--- config.mk ---
export PLATFORM = sky130hd
export DESIGN_NAME = bcd_out_queue_flat
export DESIGN_NICKNAME = d
export VERILOG_FILES = /design/src/sv/bcd_pkg.sv /design/src/sv/bcd_stream_if.sv /design/src/sv/bcd_out_queue.sv /design/src/flat_wrapper.sv
export SDC_FILE = /design/constraint.sdc
export NUM_CORES = 1
export LEC_CHECK = 0
export BUFFER_PORTS_ARGS = -buffer_cell sky130_fd_sc_hd__buf_2
export CAP_MARGIN = 20
export CORE_MARGIN = 4
export CORE_UTILIZATION = 30
export CTS_CLUSTER_DIAMETER = 50
export CTS_CLUSTER_SIZE = 40
export DETAILED_ROUTE_END_ITERATION = 16
export GPL_ROUTABILITY_DRIVEN = 1
export GPL_TIMING_DRIVEN = 0
export PLACE_DENSITY = 0.52
export REMOVE_ABC_BUFFERS = 1
export SLEW_MARGIN = 0
export SYNTH_ARGS = -nofsm -noshare
export SYNTH_HDL_FRONTEND = slang
export SYNTH_SLANG_ARGS = --single-unit
--- constraint.sdc ---
create_clock -name clock -period 3.05 [get_ports clock]
set_clock_uncertainty 0.15 [all_clocks]
set_input_delay 0.7625 -clock clock [delete_from_list [all_inputs] [get_ports clock]]
set_output_delay 0.7625 -clock clock [all_outputs]
set_load 0.01 [all_outputs]
--- src/sv/bcd_pkg.sv ---
// ----------------------------------------------------------------------------
// bcd_pkg
// Shared types and constants of the binary cross dilation block: channel
// payloads, register map and result queue sizing.
// ----------------------------------------------------------------------------
package bcd_pkg;

   // pixel value that counts as set
   localparam logic [7:0] SET_VALUE = 8'd255;

   // register map
   localparam int unsigned CSR_ADDR_W = 3;
   localparam int unsigned CSR_DATA_W = 32;
   localparam int unsigned IMAGE_SIZE_W = 11;
   localparam logic [IMAGE_SIZE_W-1:0] IMAGE_SIZE_RESET = 11'd512;
   localparam logic REG_IMAGE_SIZE = 1'b0;

   // result queue
   localparam int unsigned QUEUE_DEPTH = 8;
   localparam int unsigned QUEUE_AW = 3;
   localparam int unsigned QUEUE_LW = 4;

   // request payload
   typedef struct packed {
      logic [7:0] pixel_value;
      logic       start_of_image;
   } req_payload_type;

   // result payload
   typedef struct packed {
      logic [7:0] out_value;
      logic       last_in_run;
      logic       end_of_image;
   } rsp_payload_type;

   // results of one request handed to the queue, first before second
   typedef struct packed {
      logic            first_valid;
      rsp_payload_type first;
      logic            second_valid;
      rsp_payload_type second;
   } push_type;

endpackage

--- src/sv/bcd_stream_if.sv ---
// ----------------------------------------------------------------------------
// bcd_stream_if
// Valid/ready stream channel carrying one payload per transfer.
// ----------------------------------------------------------------------------
interface bcd_stream_if #(
   parameter type payload_type = logic
) ();
   logic        valid;
   logic        ready;
   payload_type payload;

   modport source (output valid, output payload, input ready);
   modport sink (input valid, input payload, output ready);
endinterface

--- src/sv/bcd_out_queue.sv ---
// ----------------------------------------------------------------------------
// bcd_out_queue
// Small result queue that takes up to two results per cycle and drives the
// result channel one result per cycle while the receiver is ready.
// ----------------------------------------------------------------------------
module bcd_out_queue (
   input  logic                   clock,
   input  logic                   reset,
   input  bcd_pkg::push_type      push,
   output logic [bcd_pkg::QUEUE_LW-1:0] level,
   bcd_stream_if.source           rsp_ch
);
   import bcd_pkg::*;

   rsp_payload_type       entry_mem [QUEUE_DEPTH];
   logic [QUEUE_AW-1:0]   wr_ptr_ff, wr_ptr_in;
   logic [QUEUE_AW-1:0]   rd_ptr_ff, rd_ptr_in;
   logic [QUEUE_LW-1:0]   level_ff, level_in;
   logic [QUEUE_AW-1:0]   second_addr;
   logic [1:0]            push_count;
   logic                  pop;

   // pop and push bookkeeping
   always_comb begin
      pop = rsp_ch.valid && rsp_ch.ready;
      push_count = {1'b0, push.first_valid} + {1'b0, push.second_valid};
      second_addr = wr_ptr_ff + QUEUE_AW'(push.first_valid);
      wr_ptr_in = wr_ptr_ff + QUEUE_AW'(push_count);
      rd_ptr_in = rd_ptr_ff + QUEUE_AW'(pop);
      level_in = level_ff + QUEUE_LW'(push_count) - QUEUE_LW'(pop);
   end

   // pointers and fill level
   always_ff @(posedge clock) begin
      if (reset) begin
         wr_ptr_ff <= '0;
         rd_ptr_ff <= '0;
         level_ff <= '0;
      end else begin
         wr_ptr_ff <= wr_ptr_in;
         rd_ptr_ff <= rd_ptr_in;
         level_ff <= level_in;
      end
   end

   // entry storage
   always_ff @(posedge clock) begin
      if (push.first_valid) begin
         entry_mem[wr_ptr_ff] <= push.first;
      end
      if (push.second_valid) begin
         entry_mem[second_addr] <= push.second;
      end
   end

   assign rsp_ch.valid = (level_ff != '0);
   assign rsp_ch.payload = entry_mem[rd_ptr_ff];
   assign level = level_ff;

endmodule

--- src/flat_wrapper.sv ---
// flat-port wrapper written by rule: the top's interface ports become plain ports
module bcd_out_queue_flat import bcd_pkg::*;
  (clock, reset, push, level, rsp_ch_valid, rsp_ch_payload, rsp_ch_ready);
  bcd_stream_if rsp_ch_i ();
  input  logic clock;
  input  logic reset;
  input  bcd_pkg::push_type push;
  output logic [bcd_pkg::QUEUE_LW-1:0] level;
  output wire logic [$bits(rsp_ch_i.valid)-1:0] rsp_ch_valid;
  output wire logic [$bits(rsp_ch_i.payload)-1:0] rsp_ch_payload;
  input wire logic [$bits(rsp_ch_i.ready)-1:0] rsp_ch_ready;
  assign rsp_ch_valid = rsp_ch_i.valid;
  assign rsp_ch_payload = rsp_ch_i.payload;
  assign rsp_ch_i.ready = rsp_ch_ready;
  bcd_out_queue u_core (.clock(clock), .reset(reset), .push(push), .level(level), .rsp_ch(rsp_ch_i));
endmodule
## Yosys cells after proc, flatten, opt, wreduce, memory -nomap -nowiden

Memory sizes are Yosys's and may differ from the RTL's. A register that Yosys moved wholly into a read port is not among the register bits.
Cells that the tools add are included.

| storage, ports and cells | value |
|---|---|
| register bits | 10 |
| bits in writable memories | 80 |
| bits of input ports | 25 |
| output and inout bits | 6 |
| logic and storage cells | 17 |
| memories | 1 |

| cells by class | value |
|---|---|
| add/subtract/negate cells | 6 |
| multiplexer cells | 5 |
| reduce and logical (&&, ||, !) cells | 2 |

Memory list:

| memory | words | width | read ports | clocked after memory_dff | wr ports | RTL line | RTL |
|---|---|---|---|---|---|---|---|
| u_core.entry_mem | 8 | 10 | 1 | 1 | 2 | bcd_out_queue.sv:15 | `rsp_payload_type entry_mem [QUEUE_DEPTH];` |

Operator list:

| cell | number |
|---|---|
| $add A3 B1 Y3 | 2 |
| $add A4 B2 Y4 | 1 |
| $mux W1 | 4 |
| $reduce_bool A4 Y1 | 1 |
| $sub A4 B1 Y4 | 1 |
| $add A3 B2 Y3 | 1 |
| $mux W3 | 1 |
| $add A1 B1 Y2 | 1 |
| $logic_and A1 B1 Y1 | 1 |

## Depth between registers and ports, before layout

| logic depth | value |
|---|---|
| depth in word-level cells | 4 |
| mapped depth | 9 |
| gate-level depth less buffers | 9 |

## Worst setup path before layout

Ideal clock, no wire load.

| timing | value |
|---|---|
| path type | input to register |
| start point | input port push[21] in the netlist's numbering |
| end point | memory u_core.entry_mem[4][0] in the netlist's numbering, data pin |
| setup time | 260 ps |
| arrival time | 1929 ps |
| data required time | 2640 ps |
| path slack | 710 ps |
| stages on the path | 5 |
| path buffers | 0 |
| path through | ha_1 ha_1 nor3b_4 nand2_2 mux2_4 |

RTL lines:

| what | RTL line | RTL |
|---|---|---|
| start, declared | flat_wrapper.sv:7 | `input bcd_pkg::push_type push;` |
| end, declared | bcd_out_queue.sv:15 |  |

==> run metrics <==
Setup Buffers After CTS=0; Multi-input gate area=747 um^2; CTS clk-pin slew, worst paths=70 ps; outcome=finished, final reports clean; final wirelength=2260 um; final non-filler cell total=185; min cycle time layout=2530 ps; placed instance count=181; maximum vdd drop=0.000147 V; Crit. End Element=primary output; Core ar.=4000 um^2; part of the power in registers=38.8%; Post-Syn Area=1250 um^2; layout cells sized above 1=19.3%; fmax=0.395 GHz; hold_ws=421 ps; clock buffer count from CTS=3; vias in the first global route=910; crit start category=flop; Rows=23; Max FO, Critical Path=3; PwrDens=632 nW/um^2; RSZ-0062 raised after global routing=no; Total Routing Usage GR=9.85%; slowest stage cell, crit path=mux4_1; DR pass1 iterations=4; num ports=31; clk sinks=18; delay-heaviest family, CP=multiplexers; YS warnings=0; diodes inserted=0; Buf/Inv on CP=1; post-route DRC violation count=0; fin. max-slew vios=0; htree depth=1; grt ovf=0; Starting Density=31.2%; PostCTS Resize Cnt=0; routability cong.=0.732; # nets final=173; Area Growth Syn to Fin=11.0%; Avg Synthesized Cell Area=10.1 um^2; count of final setup violators=0; Slew Limit Headroom=47.8%; CTS tree=yes; Clk pwr share=19.1%; Die W=72.5 um; maxcap violations=0; Switching Fraction=34.6%; drt wl/cell=12.2 um; largest net degree at the start of global routing=16; CP max stage delay=560 ps; final hold viol count=0; CTS Root Cell=clkbuf_8; combinational share of power=42.1%; first-pass GRT wire length=4130 um; critical path arrival=1620 ps; Max Root-Sink Buffers=2; CP required=2140 ps; Gate Count Post-Synth=123; worst-margin pin slew=783 ps; IO buf count=12; post-synthesis sequential area ratio=35.3%; Fillers=418; Die H=72.5 um; routed vias/inst=4.78; CP Cell Sequence=mux4_1 -> mux2_2 -> buf_2; hold crit path type=reg2reg; Die ar.=5250 um^2; Int Pwr=572 uW; Total Power=875 uW; Setup TNS=0 ps; period utilisation layout=83.0%; switching pwr=303 uW; Clk Latency, worst-skew pair=250 ps; hpwl dp=1800 um; routed via count=884; antenna violations before repair=0; Synth cell types=32; hold buffers post-CTS=0; Yosys reg bits=18; Lkg Pwr=0.554 nW; Crit Path Class=reg2out; Iter 0 DRT Violations=38; FF/Latch Area=440 um^2; Antenna Violating Nets Remaining=0
## registers in the layout, summed over array words and instances (netlist names)
| register | count |
|---|---|
| u_core.level | 4 |
| u_core.entry_mem | 8 |
| u_core.rd_ptr_ff | 3 |
| u_core.wr_ptr_ff | 3 |
## Yosys cell counts, drive strengths merged
| library cell | instances | area, um^2 |
|---|---|---|
| mux4 | 2 | 48.8 |
| dfxtp | 10 | 200 |
| clkbuf | 2 | 7.51 |
| mux2i | 5 | 50.1 |
| and3 | 2 | 12.5 |
| nand2b | 1 | 6.26 |
| xor2 | 1 | 27.5 |
| a22oi | 2 | 15.0 |
| nor3b | 1 | 18.8 |
| ha | 10 | 125 |
| edfxtp | 8 | 240 |
| o21ai | 10 | 50.1 |
| inv | 8 | 30.0 |
| a21oi | 2 | 10.0 |
| a2bb2oi | 2 | 17.5 |
| mux2 | 4 | 48.8 |
| nand3b | 2 | 15.0 |
| xnor2 | 4 | 42.6 |
| or2 | 1 | 6.26 |
| nor2b | 7 | 43.8 |
| and3b | 2 | 17.5 |
| buf | 2 | 22.5 |
| nand3 | 12 | 60.1 |
| nor2 | 5 | 18.8 |
| nand2 | 14 | 55.1 |
| or3b | 1 | 8.76 |
| fa | 2 | 40.0 |
| a31o | 1 | 8.76 |
## tightest hold or removal path: stages (launching register included)
cell	delay [ps]
dfxtp_1	340
xnor2_1	150
nor2_1	30
## logic make-up (layout without fill, tap and decap cells)
group,after synthesis,count (layout),share of synthesized area (%)
adders and majority gates,12,12,13.2
muxes,11,11,11.8
AOI/OAI and AO/OA,17,17,8.12
buffers and inverters,12,24,4.81
xor gates and xnor gates,5,5,5.62
and+or+nand+nor,48,48,21.1
DFF,18,18,35.3
## path summary, 6_finish.rpt
kind,from,end,slack (ps),cells past startpoint
setup / recovery,u_core.rd_ptr_ff[1],rsp_ch_payload,520,3
hold reg to reg,u_core.rd_ptr_ff[2],u_core.rd_ptr_ff[2],420,2
hold / removal,u_core.rd_ptr_ff[2],u_core.rd_ptr_ff[2],420,2
setup reg to reg,u_core.level[2],u_core.level[2],840,9
## per-layer routing
| layer | global-route usage [%] | up-vias | wire [um] |
|---|---|---|---|
| met2 | 15.6 | 21 | 1040 |
| met3 | 1.52 | 2 | 116 |
| met4 | 4.71 | 0 | 30 |
| li1 | - | 456 | - |
| met1 | 13.1 | 405 | 1080 |
| met5 | 0 | - | 0 |
## per-stage QoR
step | cell area [um^2] | setup slack, ps | util, %
3_3_place_gp | 1340 | 434 | 33.5
4_1_cts | 1390 | 497 | 34.6
5_1_grt | 1390 | 424 | 34.6
2_1_floorplan | 1220 | 710 | -
6_report | 1390 | 517 | 34.6
3_5_place_dp | 1340 | 387 | 33.5
## area by class of cell
cell class,count,share of cell area [%]
Timing Repair Buffer,12,4.34
Inverter,8,2.17
Tap cell,50,4.52
Clock buffer,3,2.98
Clock inverter,1,0.271
Sequential cell,18,31.8
Multi-Input combinational cell,93,53.9
## power by group through the flow
stage          registers, mW  clock network (mW)  logic (mW)
2_1_floorplan          0.346                   0       0.270
3_3_place_gp           0.343                   0       0.362
3_5_place_dp           0.346                   0       0.372
4_1_cts                0.341               0.172       0.374
5_1_grt                0.346               0.180       0.430
6_report               0.339               0.167       0.369
## cells in the final DEF, fill, tap and decap left out, types with 3 or more instances in the layout
cell type,instances
inv_1,8
mux2i_1,5
dfxtp_1,10
edfxtp_1,8
nand3_1,12
nand2_1,13
nor2b_1,7
xnor2_1,3
nor2_1,5
buf_2,12
o21ai_0,10
mux2_2,3
ha_1,10
clkbuf_8,3
Note: power is estimated with default switching activity, not from simulation.
